**config.mk**
```make
export PLATFORM = sky130hd
export DESIGN_NAME = polygon_edge_subdivider_flat
export DESIGN_NICKNAME = d
export VERILOG_FILES = /design/src/rtl/pes_pkg.sv /design/src/rtl/pes_ifs.sv /design/src/rtl/polygon_edge_subdivider.sv /design/src/flat_wrapper.sv
export SDC_FILE = /design/constraint.sdc
export NUM_CORES = 1
export LEC_CHECK = 0
export BUFFER_PORTS_ARGS = -buffer_cell sky130_fd_sc_hd__buf_2
export CAP_MARGIN = 5
export CORE_AREA = 5 5 219 221
export DETAILED_ROUTE_END_ITERATION = 12
export DIE_AREA = 0 0 224 226
export GPL_ROUTABILITY_DRIVEN = 0
export PLACE_DENSITY = 0.77
export SKIP_CTS_REPAIR_TIMING = 1
export SLEW_MARGIN = 20
export SYNTH_ARGS = -nofsm -noshare
export SYNTH_HDL_FRONTEND = slang
export SYNTH_SLANG_ARGS = --single-unit
```
**constraint.sdc**
```tcl
create_clock -name clk -period 15.8 [get_ports clk]
set_input_delay 1.58 -clock clk [delete_from_list [all_inputs] [get_ports clk]]
set_output_delay 1.58 -clock clk [all_outputs]
set_load 0.01 [all_outputs]
```
**src/rtl/pes_pkg.sv**
```systemverilog
// Polygon edge subdivider: shared types and constants.
// Used by the channel interfaces and the top level; no dependencies.
package pes_pkg;

  // Q15.16 coordinates, fixed by the field width
  localparam int CoordW = 32;
  // segment count register width
  localparam int SegW   = 6;
  // divider iteration counter width
  localparam int DivCntW = $clog2(CoordW);

  typedef logic signed [CoordW-1:0] coord_t;
  typedef logic [SegW-1:0]          seg_t;

  // configuration register indexes
  localparam logic RegSegments = 1'b0;

  // segment count after reset
  localparam seg_t SegReset = seg_t'(3);

endpackage

```
**src/rtl/pes_ifs.sv**
```systemverilog
// Polygon edge subdivider: valid/ready channel interfaces for vertex and point words.
// Depends on pes_pkg.
interface pes_vertex_if;
  import pes_pkg::*;

  logic   valid;
  logic   ready;
  coord_t vertex_x;
  coord_t vertex_y;
  logic   closes_polygon;

  modport source (output valid, output vertex_x, output vertex_y, output closes_polygon,
                  input ready);
  modport sink (input valid, input vertex_x, input vertex_y, input closes_polygon,
                output ready);
endinterface

interface pes_point_if;
  import pes_pkg::*;

  logic   valid;
  logic   ready;
  coord_t point_x;
  coord_t point_y;
  logic   last_of_run;
  logic   polygon_done;

  modport source (output valid, output point_x, output point_y, output last_of_run,
                  output polygon_done, input ready);
  modport sink (input valid, input point_x, input point_y, input last_of_run,
                input polygon_done, output ready);
endinterface

```
**src/rtl/polygon_edge_subdivider.sv**
```systemverilog
// Polygon edge subdivider top level: vertex in, N interpolated points per edge out.
// Depends on pes_pkg and the channel interfaces in pes_ifs.sv.
//
//   channel   dir  word                                              handshake
//   vertex    in   vertex_x, vertex_y, closes_polygon                valid/ready
//   point     out  point_x, point_y, last_of_run, polygon_done       valid/ready
//   apb       in   segments_per_edge at byte address 0               psel/penable
//
// Each edge is divided in the shared restoring divider (x then y), then its
// N points are emitted. A vertex that opens a polygon without closing it
// starts no edge; a vertex that ends one edge runs one, and a closing vertex
// with an open polygon runs two, its edge and the closing edge.
// Reset is synchronous; the block is ready right after.
// vertex.ready is high only between items; a stalled point word holds the
// emit sequencer, and the last word of an item may wait while the next
// vertex is taken.
module polygon_edge_subdivider #(
  parameter int MAX_SEGMENTS = 32
) (
  input  logic                  clk,
  input  logic                  rst,
  pes_vertex_if.sink            vertex,
  pes_point_if.source           point,
  input  logic                  psel,
  input  logic                  penable,
  input  logic                  pwrite,
  input  logic [2:0]            paddr,
  input  logic [31:0]           pwdata,
  output logic [31:0]           prdata,
  output logic                  pready
);
  import pes_pkg::*;

  localparam logic [SegW:0] MaxSegW = (SegW+1)'(MAX_SEGMENTS);

  typedef enum logic [1:0] {
    ST_IDLE,
    ST_LOAD,
    ST_DIV,
    ST_EMIT
  } state_t;

  state_t state;

  // configuration
  seg_t segments_per_edge;

  // polygon state
  coord_t first_x, first_y;
  coord_t previous_x, previous_y;
  logic   have_first;

  // edge walk
  coord_t acc_x, acc_y;
  coord_t end_x, end_y;
  coord_t step_x, step_y;
  seg_t   n_eff;
  seg_t   k;
  logic   on_close;
  logic   more;

  // shared divider
  logic               axis;
  logic [DivCntW-1:0] div_cnt;
  logic [CoordW-1:0]  quo;
  seg_t               rem;
  logic               neg;

  // output word register
  logic   out_valid;
  coord_t out_x, out_y;
  logic   out_last, out_done;

  // APB
  logic cfg_wr;
  assign pready = 1'b1;
  assign cfg_wr = psel && penable && pwrite && (paddr[2] == RegSegments);

  always_comb begin
    prdata = '0;
    if (paddr[2] == RegSegments) begin
      prdata = {{(32-SegW){1'b0}}, segments_per_edge};
    end
  end

  // segment count clamped to 1..MAX_SEGMENTS
  logic [SegW:0] seg_ext;
  seg_t          n_clamp;
  always_comb begin
    seg_ext = {1'b0, segments_per_edge};
    if (segments_per_edge == '0) begin
      n_clamp = seg_t'(1);
    end else if (seg_ext > MaxSegW) begin
      n_clamp = MaxSegW[SegW-1:0];
    end else begin
      n_clamp = segments_per_edge;
    end
  end

  // edge difference and magnitude for the selected axis
  logic signed [CoordW:0] diff;
  logic        [CoordW:0] mag;
  always_comb begin
    if (axis) begin
      diff = {end_y[CoordW-1], end_y} - {acc_y[CoordW-1], acc_y};
    end else begin
      diff = {end_x[CoordW-1], end_x} - {acc_x[CoordW-1], acc_x};
    end
    mag = diff[CoordW] ? -diff : diff;
  end

  // one restoring divide step
  logic [SegW:0]     rem_sh;
  logic [SegW:0]     rem_sub;
  logic              ge;
  logic [CoordW-1:0] q_fin;
  coord_t            step_fin;
  always_comb begin
    rem_sh   = {rem, quo[CoordW-1]};
    rem_sub  = rem_sh - {1'b0, n_eff};
    ge       = rem_sh >= {1'b0, n_eff};
    q_fin    = {quo[CoordW-2:0], ge};
    step_fin = neg ? -coord_t'(q_fin) : coord_t'(q_fin);
  end

  // next point
  coord_t sum_x, sum_y;
  logic   out_free;
  assign sum_x    = acc_x + step_x;
  assign sum_y    = acc_y + step_y;
  assign out_free = !out_valid || point.ready;

  assign vertex.ready       = (state == ST_IDLE);
  assign point.valid        = out_valid;
  assign point.point_x      = out_x;
  assign point.point_y      = out_y;
  assign point.last_of_run  = out_last;
  assign point.polygon_done = out_done;

  // sequencer, state and output register
  always_ff @(posedge clk) begin
    if (rst) begin
      state             <= ST_IDLE;
      segments_per_edge <= SegReset;
      first_x           <= '0;
      first_y           <= '0;
      previous_x        <= '0;
      previous_y        <= '0;
      have_first        <= 1'b0;
      out_valid         <= 1'b0;
      axis              <= 1'b0;
      div_cnt           <= '0;
      k                 <= '0;
      on_close          <= 1'b0;
      more              <= 1'b0;
    end else begin
      if (cfg_wr) begin
        segments_per_edge <= pwdata[SegW-1:0];
      end
      // in ST_EMIT a free output register is always refilled below
      if (out_valid && point.ready && state != ST_EMIT) begin
        out_valid <= 1'b0;
      end

      unique case (state)
        ST_IDLE: begin
          if (vertex.valid) begin
            n_eff      <= n_clamp;
            previous_x <= vertex.vertex_x;
            previous_y <= vertex.vertex_y;
            axis       <= 1'b0;
            have_first <= !vertex.closes_polygon;
            if (have_first) begin
              // edge from previous vertex, closing edge may follow
              acc_x    <= previous_x;
              acc_y    <= previous_y;
              end_x    <= vertex.vertex_x;
              end_y    <= vertex.vertex_y;
              on_close <= 1'b0;
              more     <= vertex.closes_polygon;
              state    <= ST_LOAD;
            end else begin
              first_x <= vertex.vertex_x;
              first_y <= vertex.vertex_y;
              // single-vertex polygon: zero-length closing edge
              acc_x    <= vertex.vertex_x;
              acc_y    <= vertex.vertex_y;
              end_x    <= vertex.vertex_x;
              end_y    <= vertex.vertex_y;
              on_close <= 1'b1;
              more     <= 1'b0;
              if (vertex.closes_polygon) begin
                state <= ST_LOAD;
              end
            end
          end
        end

        ST_LOAD: begin
          neg     <= diff[CoordW];
          quo     <= mag[CoordW-1:0];
          rem     <= '0;
          div_cnt <= '0;
          state   <= ST_DIV;
        end

        ST_DIV: begin
          quo     <= q_fin;
          rem     <= ge ? rem_sub[SegW-1:0] : rem_sh[SegW-1:0];
          div_cnt <= div_cnt + 1'b1;
          if (div_cnt == DivCntW'(CoordW-1)) begin
            if (axis) begin
              step_y <= step_fin;
              k      <= seg_t'(1);
              state  <= ST_EMIT;
            end else begin
              step_x <= step_fin;
              axis   <= 1'b1;
              state  <= ST_LOAD;
            end
          end
        end

        ST_EMIT: begin
          if (out_free) begin
            out_valid <= 1'b1;
            out_x     <= sum_x;
            out_y     <= sum_y;
            out_last  <= (k == n_eff) && !more;
            out_done  <= (k == n_eff) && on_close;
            if (k == n_eff) begin
              if (more) begin
                // closing edge from this vertex back to the first
                acc_x    <= end_x;
                acc_y    <= end_y;
                end_x    <= first_x;
                end_y    <= first_y;
                on_close <= 1'b1;
                more     <= 1'b0;
                axis     <= 1'b0;
                state    <= ST_LOAD;
              end else begin
                state <= ST_IDLE;
              end
            end else begin
              acc_x <= sum_x;
              acc_y <= sum_y;
              k     <= k + 1'b1;
            end
          end
        end

        default: state <= ST_IDLE;
      endcase
    end
  end

endmodule

```
**src/flat_wrapper.sv**
```systemverilog
// flat-port wrapper written by rule: the top's interface ports become plain ports
module polygon_edge_subdivider_flat import pes_pkg::*;
#(
  parameter int MAX_SEGMENTS = 32
)
  (clk, rst, psel, penable, pwrite, paddr, pwdata, prdata, pready, vertex_valid, vertex_vertex_x, vertex_vertex_y, vertex_closes_polygon, vertex_ready, point_valid, point_point_x, point_point_y, point_last_of_run, point_polygon_done, point_ready);
  pes_vertex_if vertex_i ();
  pes_point_if point_i ();
  input  logic clk;
  input  logic rst;
  input  logic psel;
  input  logic penable;
  input  logic pwrite;
  input  logic [2:0] paddr;
  input  logic [31:0] pwdata;
  output logic [31:0] prdata;
  output logic pready;
  input wire logic [$bits(vertex_i.valid)-1:0] vertex_valid;
  input wire logic [$bits(vertex_i.vertex_x)-1:0] vertex_vertex_x;
  input wire logic [$bits(vertex_i.vertex_y)-1:0] vertex_vertex_y;
  input wire logic [$bits(vertex_i.closes_polygon)-1:0] vertex_closes_polygon;
  output wire logic [$bits(vertex_i.ready)-1:0] vertex_ready;
  output wire logic [$bits(point_i.valid)-1:0] point_valid;
  output wire logic [$bits(point_i.point_x)-1:0] point_point_x;
  output wire logic [$bits(point_i.point_y)-1:0] point_point_y;
  output wire logic [$bits(point_i.last_of_run)-1:0] point_last_of_run;
  output wire logic [$bits(point_i.polygon_done)-1:0] point_polygon_done;
  input wire logic [$bits(point_i.ready)-1:0] point_ready;
  assign vertex_i.valid = vertex_valid;
  assign vertex_i.vertex_x = vertex_vertex_x;
  assign vertex_i.vertex_y = vertex_vertex_y;
  assign vertex_i.closes_polygon = vertex_closes_polygon;
  assign vertex_ready = vertex_i.ready;
  assign point_valid = point_i.valid;
  assign point_point_x = point_i.point_x;
  assign point_point_y = point_i.point_y;
  assign point_last_of_run = point_i.last_of_run;
  assign point_polygon_done = point_i.polygon_done;
  assign point_i.ready = point_ready;
  polygon_edge_subdivider #(.MAX_SEGMENTS(MAX_SEGMENTS)) u_core (.clk(clk), .rst(rst), .vertex(vertex_i), .point(point_i), .psel(psel), .penable(penable), .pwrite(pwrite), .paddr(paddr), .pwdata(pwdata), .prdata(prdata), .pready(pready));
endmodule
```
Word level (Yosys, flattened, before mapping)
Cells that the tools add are included.
{ "totals": {"ff_bits": 455, "elab_cells": 156} }
{ "op_classes": {"addsub": 9, "magnitude_cmp": 2, "eq_ne": 15, "muxes": 65, "n_bitwise": 4, "n_reduce_logical": 33} }
{ "op_table": {"columns": ["operator", "count"], "rows": [
  ["32-bit two-way mux", 20],
  ["32-bit case mux with 2 select lines", 5],
  ["32-bit by 32-bit subtractor with 33-bit output", 2],
  ["32-bit adder", 2],
  ["32-bit negator", 2],
  ["6-bit two-way mux", 7],
  ["33-bit two-way mux", 1],
  ["6-bit case mux with 2 select lines", 2],
  ["5-bit AND reduction", 4],
  ["1-bit two-way mux", 18],
  ["2-bit two-way mux", 7],
  ["4-bit AND reduction", 3],
  ["6-bit AND reduction", 2],
  ["2-bit by 1-bit inequality test with 1-bit output (second input constant)", 5],
  ["5-bit case mux with 2 select lines", 1],
  ["3-bit AND reduction", 3],
  ["2-bit case mux with 4 select lines", 1],
  ["7-bit by 6-bit greater-or-equal comparator with 1-bit output", 1],
  ["1-bit logical AND", 7],
  ["6-bit by 1-bit adder with 6-bit output (second input constant)", 1],
  ["6-bit equality test", 1],
  ["6-bit > comparator (second input constant)", 1],
  ["6-bit zero test", 1],
  ["2-bit inequality test (second input constant)", 3],
  ["16 further kinds", 28]
]} }

Longest topological paths before layout
Gate-level depths: netlist of run 1.
{ "logic_depth": {"depth_word": 5, "depth_mapped": 17, "ltp_nobuf": 16} }

Worst setup path before layout of run 1
Ideal clock, no wire load.
{ "synth_path": {"path_type": "input port to flip-flop", "start": "input port point_ready", "end": "register u_core.acc_x[0], enable pin", "setup_time_ns": 0.829, "t_arrival_ns": 11.862, "required_time_ns": 14.971, "slack_ns": 3.109, "stages": 4, "path_buffers": 0, "cell_sequence": "nor2b_1 > nand2_1 > o21ai_0 > a2111oi_0"} }
{ "synth_via": {"elab_chain_len": 3} }
{ "synth_rtl": {"columns": ["element", "line_no", "text"], "rows": [
  ["start: declaration", "flat_wrapper.sv:28", "input wire logic [$bits(point_i.ready)-1:0] point_ready;"],
  ["1-bit logical OR", "polygon_edge_subdivider.sv:131", "assign out_free = !out_valid || point.ready;"],
  ["2-bit by 1-bit inequality test with 1-bit output (no line)", null, null],
  ["5-bit AND reduction (no line)", null, null],
  ["end signal: assignment", "polygon_edge_subdivider.sv:175", "acc_x <= previous_x;"],
  ["end signal: assignment", "polygon_edge_subdivider.sv:186", "acc_x <= vertex.vertex_x;"],
  ["end signal: assignment", "polygon_edge_subdivider.sv:234", "acc_x <= end_x;"],
  ["end: declaration", "polygon_edge_subdivider.sv:54", "coord_t acc_x, acc_y;"]
]} }
Every way passes these cells.
A chain may end at the register's enable or synchronous reset.

Worst setup path after layout of run 1
{ "layout_path": {"start": "register u_core.n_eff[1]", "end": "register u_core.step_x[26] (data pin)"} }
{ "layout_via": {"elab_chain_len": 3} }
{ "layout_rtl": {"columns": ["element", "line_no", "text"], "rows": [
  ["start: declaration", "polygon_edge_subdivider.sv:57", "seg_t n_eff;"],
  ["start signal: assignment", "polygon_edge_subdivider.sv:168", "n_eff <= n_clamp;"],
  ["7-bit by 6-bit greater-or-equal comparator with 1-bit output", "polygon_edge_subdivider.sv:121", "ge = rem_sh >= {1'b0, n_eff};"],
  ["32-bit negator", "polygon_edge_subdivider.sv:123", "step_fin = neg ? -coord_t'(q_fin) : coord_t'(q_fin);"],
  ["32-bit two-way mux", "polygon_edge_subdivider.sv:123", null],
  ["via u_core.step_fin[26]", "polygon_edge_subdivider.sv:117", "coord_t step_fin;"],
  ["end signal: assignment", "polygon_edge_subdivider.sv:217", "step_x <= step_fin;"],
  ["end: declaration", "polygon_edge_subdivider.sv:56", "coord_t step_x, step_y;"]
]} }
The timed path passes the listed nets, and every way through them passes these cells.

==> results of run 1 <==
[cell type report]
cell class | instances | area, sq um | share of cell area [%]
inverter | 132 | 495 | 1.64
clock buffer | 74 | 1570 | 5.18
antenna | 5 | 12.5 | 0.0413
sequential | 455 | 12100 | 40.1
multi-input combinational | 2194 | 14200 | 46.9
tap | 607 | 759 | 2.51
timing repair buffer | 173 | 973 | 3.21
clock inverter | 19 | 125 | 0.413
[state kept, by name, indices dropped and copies added (netlist names), 6 cells and up]
signal	count
u_core.step_x	32
u_core.point.point_x	32
u_core.n_eff	6
u_core.quo	32
u_core.acc_y	32
u_core.end_x	32
u_core.segments_per_edge	6
u_core.previous_x	32
u_core.acc_x	32
u_core.first_y	32
u_core.k	6
u_core.previous_y	32
u_core.step_y	32
u_core.end_y	32
u_core.first_x	32
u_core.rem	6
u_core.point.point_y	32
[kinds of logic after synthesis]
family,after synthesis
AOI/OAI and AO/OA,762
xor gates and xnor gates,144
adders and majority gates,147
buffers and inverters,309
DFF,455
muxes,106
other,2
and+or+nand+nor,1008
[critical path, stage by stage, from the launching register on]
cell and delay [ps]:
edfxtp_1 470, inv_1 120, ha_1 250, nor2b_1 130
o21ai_0 230, a21boi_0 150, o21a_1 210, o21ai_0 190
nand2b_1 380, inv_1 470, ha_1 310, nand3_1 200
or4_1 620, or2_2 340, or3_1 400, o31ai_1 270
xnor2_1 160
[layer usage]
layer | GRT usage (%) | routed length [microns] | up-vias | share of wire [%]
met5 | 0 | 0 | - | 0
met4 | 12.7 | 3710 | 0 | 4.9
met3 | 3.87 | 5070 | 219 | 6.7
met2 | 49.5 | 36900 | 946 | 49
met1 | 37.0 | 29900 | 11002 | 40
li1 | - | - | 10758 | -
[worst paths after layout]
check | endpoint | slack (ps) | cells past startpoint
worst max-delay path | u_core.step_x[26] | 10610 | 16
worst min-delay path | u_core.first_x[19] | 450 | 2
worst max register to register | u_core.step_x[26] | 10610 | 16
worst min register to register | u_core.first_x[19] | 450 | 2
[power groups by stage]
stage	sequential, W	combinational (W)	clock [W]
after floorplan	0.00178	0.00183	0
after global placement	0.00182	0.00234	0
after detailed placement	0.00183	0.00242	0
after CTS	0.00181	0.00244	0.00120
after global routing	0.00183	0.00271	0.00126
final	0.00181	0.00249	0.00119
[per-stage QoR]
step / hold WS [ps] / setup WS, ps / area, sq um
after global routing: 467 / 10320 / 30300
after global placement: 438 / 11000 / 28500
final: 453 / 10610 / 30300
after floorplan: 433 / 3110 / 27600
after CTS: 455 / 10760 / 30200
after detailed placement: 444 / 10840 / 28500
[cells in the final DEF (no fill, tap or decap), drive strengths merged, types with 60 or more instances in the layout]
cell and instances:
a211oi 85, a21oi 260, a31oi 72, buf 173
clkbuf 74, dfxtp 152, edfxtp 303, ha 142
inv 135, mux2 74, nand2 515, nor2 120
nor2b 85, nor3 60, o21ai 105, xnor2 102
==> impl_metrics.py, run 1 <==
metrics = {
    "yosys": {
        "synth_xor_area_share_pct": 4.59,
        "synth.area.top_cells": "edfxtp_1 33%, dfxtp_1 11%, nand2_1 7.0%",
        "syn_inst": 2933,
        "ys_warn_count": 0,
        "synth.distinct_cells": 106,
        "yosysMostFrequentCell": "nand2_1",
        "async_flop_share_pct": 0,
        "avgSynthCellArea_sq_um": 9.38,
        "synth_commonest_cells": "514 x nand2_1, 303 x edfxtp_1, 259 x a21oi_1, 152 x dfxtp_1, 142 x ha_1",
        "synth-compound-area-share_pct": 18.2,
        "yosys.area_share.adder_pct": 6.82,
        "ys.flop_type": "edfxtp_1",
        "synth_top_family_by_area": "compound AO/OA/AOI/OAI gates",
        "ys_ff_latch": 455,
        "syn_area_sq_um": 27500,
        "yosysTopAreaCell": "edfxtp_1",
        "synth_seq_area_share_pct": 44.2,
        "synth-edff-count": 303,
        "synth_mux_area_share_pct": 4.19,
        "yosys.area.top_type_share_pct": 33.1,
        "synth-simple-area-share_pct": 17.2,
    },
    "setup_path": {
        "crit_start": "u_core.n_eff[1]",
        "crit_fanout": 11,
        "required_ps": 16120,
        "rr_startpoint": "u_core.n_eff[1]",
        "endpoint_kind": "register",
        "cp-start-kind": "register",
        "path_class": "reg2reg",
        "arrival_ps": 5510,
    },
    "power": {
        "p_int_w": 0.00324,
        "p_clk_share_pct": 21.7,
        "pwr-share-comb_pct": 45.3,
        "p_leak_nw": 11.7,
        "switching_share_pct": 40.9,
        "total_power_w": 0.00549,
        "peakVddDrop_mv": 0.186,
        "p_switching_w": 0.00225,
        "power_frac_seq_pct": 33.0,
        "power_density_nw_per_um2": 181,
    },
    "sta": {
        "max_freq_mhz": 193,
        "worst_pin_slew_ps": 1050,
        "period_share_pct": 32.8,
        "drv_slew": 0,
        "setup_tns_ps": 0,
        "grt_setup_unrepaired": "false",
        "min_period_ps": 5190,
        "skew_ps": 20.9,
        "hold_viol": 0,
        "finalSetupViolCount": 0,
        "max_slew_margin_pct": 29.9,
    },
    "floorplanning": {
        "die_y_microns": 226,
        "core-area_sq_um": 46000,
        "start_util_pct": 59.8,
        "fp-row-count": 79,
        "pin_count": 208,
        "die_area_sq_um": 50600,
        "fp.dieW_microns": 224,
    },
    "detailed_routing": {
        "vias_per_cell": 6.27,
        "vias": 22925,
        "first_pass_iters": 8,
        "wl_microns": 75600,
        "first_iter_violations": 2316,
        "routed_wire_length_per_instance_microns": 20.7,
        "route.detailed.drc": 0,
        "ant_nets": 0,
    },
    "clocking": {
        "clk_latency_ps": 600,
        "clk_pin_slew_ps": 60,
        "cts_tree": "built",
        "clockRootBuffer": "clkbuf_16",
        "numCtsBuffers": 50,
        "h-tree-depth": 2,
        "cts.sinks": 455,
        "clock_path_buffers": 3,
    },
    "final_layout": {
        "syn_to_final_growth_pct": 10.2,
        "instances_no_fill": 3659,
        "finalNetCount": 3260,
        "fill_cells": 3574,
        "drive_gt1_share_pct": 13.0,
        "post-route-util_pct": 65.9,
    },
    "global_route": {
        "overflow": 0,
        "grt_pass1_wl_microns": 118000,
        "grt_antenna_before_repair": 4,
        "grt_pass1_vias": 22349,
        "grt_max_degree": 90,
        "track_usage_pct": 28.9,
    },
    "outcome": {
        "run_status": "finished clean",
    },
    "worst_hold_path": {
        "min_path_type": "reg2reg",
        "min_from": "u_core.first_x[19]",
    },
    "placement": {
        "dp_cells": 3558,
        "place_hpwl_microns": 51600,
        "io_buffer_count": 152,
    },
    "job": {
        "drv_cap": 0,
    },
}
(Power assumes the default switching activity.)
==> inputs of run 2 (changes only) <==
clock period = 5.2 ns   (was 15.8 ns; I/O delays follow)
==> run 2 against run 1 <==
Global-route usage about the same. First-iteration DRC count down 5.5%. Critical path depth unchanged. Highest routed layer unchanged. Clock power rose to 2.9 times the previous value. Fmax up 11%. Routed wire length up 0.25%. Critical path type unchanged. Largest power group unchanged.
==> impl_metrics.py, run 2 (same netlist as run 1, synthesis figures left out) <==
metrics = {
    "detailed_routing": {
        "route.detailed.drc": 0,
        "first_iter_violations": 2188,
        "wl_microns": 75800,
        "routed_wire_length_per_instance_microns": 20.7,
        "ant_nets": 0,
        "vias_per_cell": 6.33,
        "vias": 23129,
        "first_pass_iters": 6,
    },
    "global_route": {
        "grt_max_degree": 193,
        "grt_pass1_vias": 22368,
        "grt_pass1_wl_microns": 119000,
        "track_usage_pct": 28.9,
        "grt_antenna_before_repair": 5,
        "overflow": 0,
    },
    "placement": {
        "place_area_sq_um": 28600,
        "io_buffer_count": 152,
        "dp_cells": 3562,
        "place_hpwl_microns": 52600,
    },
    "setup_path": {
        "cpPeakStageDelay_ps": 640,
        "r2r_slack_ps": 520,
        "arrival_ps": 5000,
        "crit_path_top_delay_cell": "or4_1",
        "endpoint_kind": "register",
        "worstPathCellList": "inv_1, ha_1, nor2b_1, o21ai_0, a21boi_0, o21a_1, o21ai_0, nand2b_1, inv_1, ha_1, nand3_1, or4_1, or2_2, or3_1, o31ai_1, xnor2_1",
        "required_ps": 5520,
        "critical_path_buf_inv_count": 2,
        "cp-start-kind": "register",
        "rr_startpoint": "u_core.n_eff[1]",
        "path_delay_family": "simple AND/OR/NAND/NOR gates",
        "reg2reg_depth": 16,
        "crit_fanout": 6,
        "path_class": "reg2reg",
        "r2r_end": "u_core.step_x[26]",
    },
    "sta": {
        "max_slew_margin_pct": 26.2,
        "grt_setup_unrepaired": "false",
        "worst_pin_slew_ps": 1110,
        "min_period_ps": 4680,
        "period_share_pct": 90.0,
        "whs_ps": 154,
        "drv_slew": 0,
        "max_freq_mhz": 214,
        "setup_tns_ps": 0,
        "skew_ps": 17.8,
        "hold_viol": 0,
        "finalSetupViolCount": 0,
    },
    "final_layout": {
        "syn_to_final_growth_pct": 9.66,
        "drive_gt1_share_pct": 12.6,
        "multi_input_area_sq_um": 14200,
        "seqCellArea_sq_um": 12100,
        "layout_commonest_cell": "nand2_1",
        "instances_no_fill": 3656,
        "finalNetCount": 3259,
        "fill_cells": 3638,
        "fin_area_sq_um": 30200,
        "final_cell_mix": "513 x nand2_1, 303 x edfxtp_1, 259 x a21oi_1",
    },
    "floorplanning": {
        "fp-row-count": 79,
        "core-area_sq_um": 46000,
        "fp.dieW_microns": 224,
        "die_y_microns": 226,
        "start_util_pct": 59.8,
        "pin_count": 208,
        "die_area_sq_um": 50600,
    },
    "power": {
        "p_leak_nw": 11.7,
        "pwr-share-comb_pct": 46.2,
        "switching_share_pct": 41.1,
        "p_clk_share_pct": 20.7,
        "power_frac_seq_pct": 33.1,
        "power_density_nw_per_um2": 546,
        "peakVddDrop_mv": 0.491,
        "total_power_w": 0.0165,
        "p_switching_w": 0.00677,
        "p_int_w": 0.00971,
    },
    "clocking": {
        "cts.sinks": 455,
        "clockRootBuffer": "clkbuf_16",
        "clk_pin_slew_ps": 60,
        "numCtsBuffers": 47,
        "h-tree-depth": 2,
        "cts_tree": "built",
        "clock_path_buffers": 3,
        "clk_latency_ps": 600,
    },
    "worst_hold_path": {
        "min_from": "vertex_closes_polygon",
        "holdPathEnd": "u_core.have_first",
        "whs_path_depth": 2,
        "min_path_type": "in2reg",
    },
    "outcome": {
        "run_status": "finished clean",
    },
    "job": {
        "drv_cap": 0,
    },
}
run 2: worst register-to-register path: cells and delay by family (launching register included):
kind | cells | cell delay [ps]
and+or+nand+nor | 6 | 1830
DFF | 1 | 450
xor gates and xnor gates | 1 | 160
buffers and inverters | 2 | 410
AOI/OAI and AO/OA | 5 | 1050
adders and majority gates | 2 | 520
run 2: power groups by stage:
stage | Sequential [W] | Combinational (W) | Clock [W]
2_1_floorplan | 0.00534 | 0.00557 | 0
3_3_place_gp | 0.00548 | 0.00718 | 0
3_5_place_dp | 0.00551 | 0.00740 | 0
4_1_cts | 0.00544 | 0.00747 | 0.00343
5_1_grt | 0.00551 | 0.00828 | 0.00360
6_report | 0.00546 | 0.00762 | 0.00340
run 2: per-layer routing:
metal  GRT usage [%]  part of all wire (%)  wire (microns)  vias to the layer above
met4            13.4                   4.7            3560                        0
li1                -                     -               -                    10757
met2            49.3                    49           37300                      965
met3            4.45                   7.1            5380                      215
met1            36.5                    39           29600                    11192
met5               0                     0               0                        -
run 2: area by class of cell:
class	instances	share of cell area, %
multi-input cells	2194	47.2
flip-flops and latches	455	40.3
clock buffers	71	4.50
repair buffers	175	3.21
well taps	607	2.52
inverters	132	1.64
clock inverters	17	0.581
diodes	5	0.0415
run 2: stage by stage:
stage | utilization (%) | setup slack [ps]
global placement | 62.2 | 834
detailed placement | 62.2 | 640
CTS | 65.5 | 618
finish | 65.6 | 522
floorplan | - | -323
global route | 65.6 | 316
run 2: how the worst max path moves through the flow:
stage | from | end | slack (ps) | cells past startpoint
floorplan | u_core.state[0] | u_core.acc_x[0] | -320 | 5
global placement | u_core.acc_y[0] | u_core.quo[30] | 830 | 14
detailed placement | u_core.n_eff[1] | u_core.step_x[26] | 640 | 16
CTS | u_core.n_eff[1] | u_core.step_x[26] | 620 | 16
global route | u_core.n_eff[1] | u_core.step_x[26] | 320 | 16
finish | u_core.n_eff[1] | u_core.step_x[26] | 520 | 16
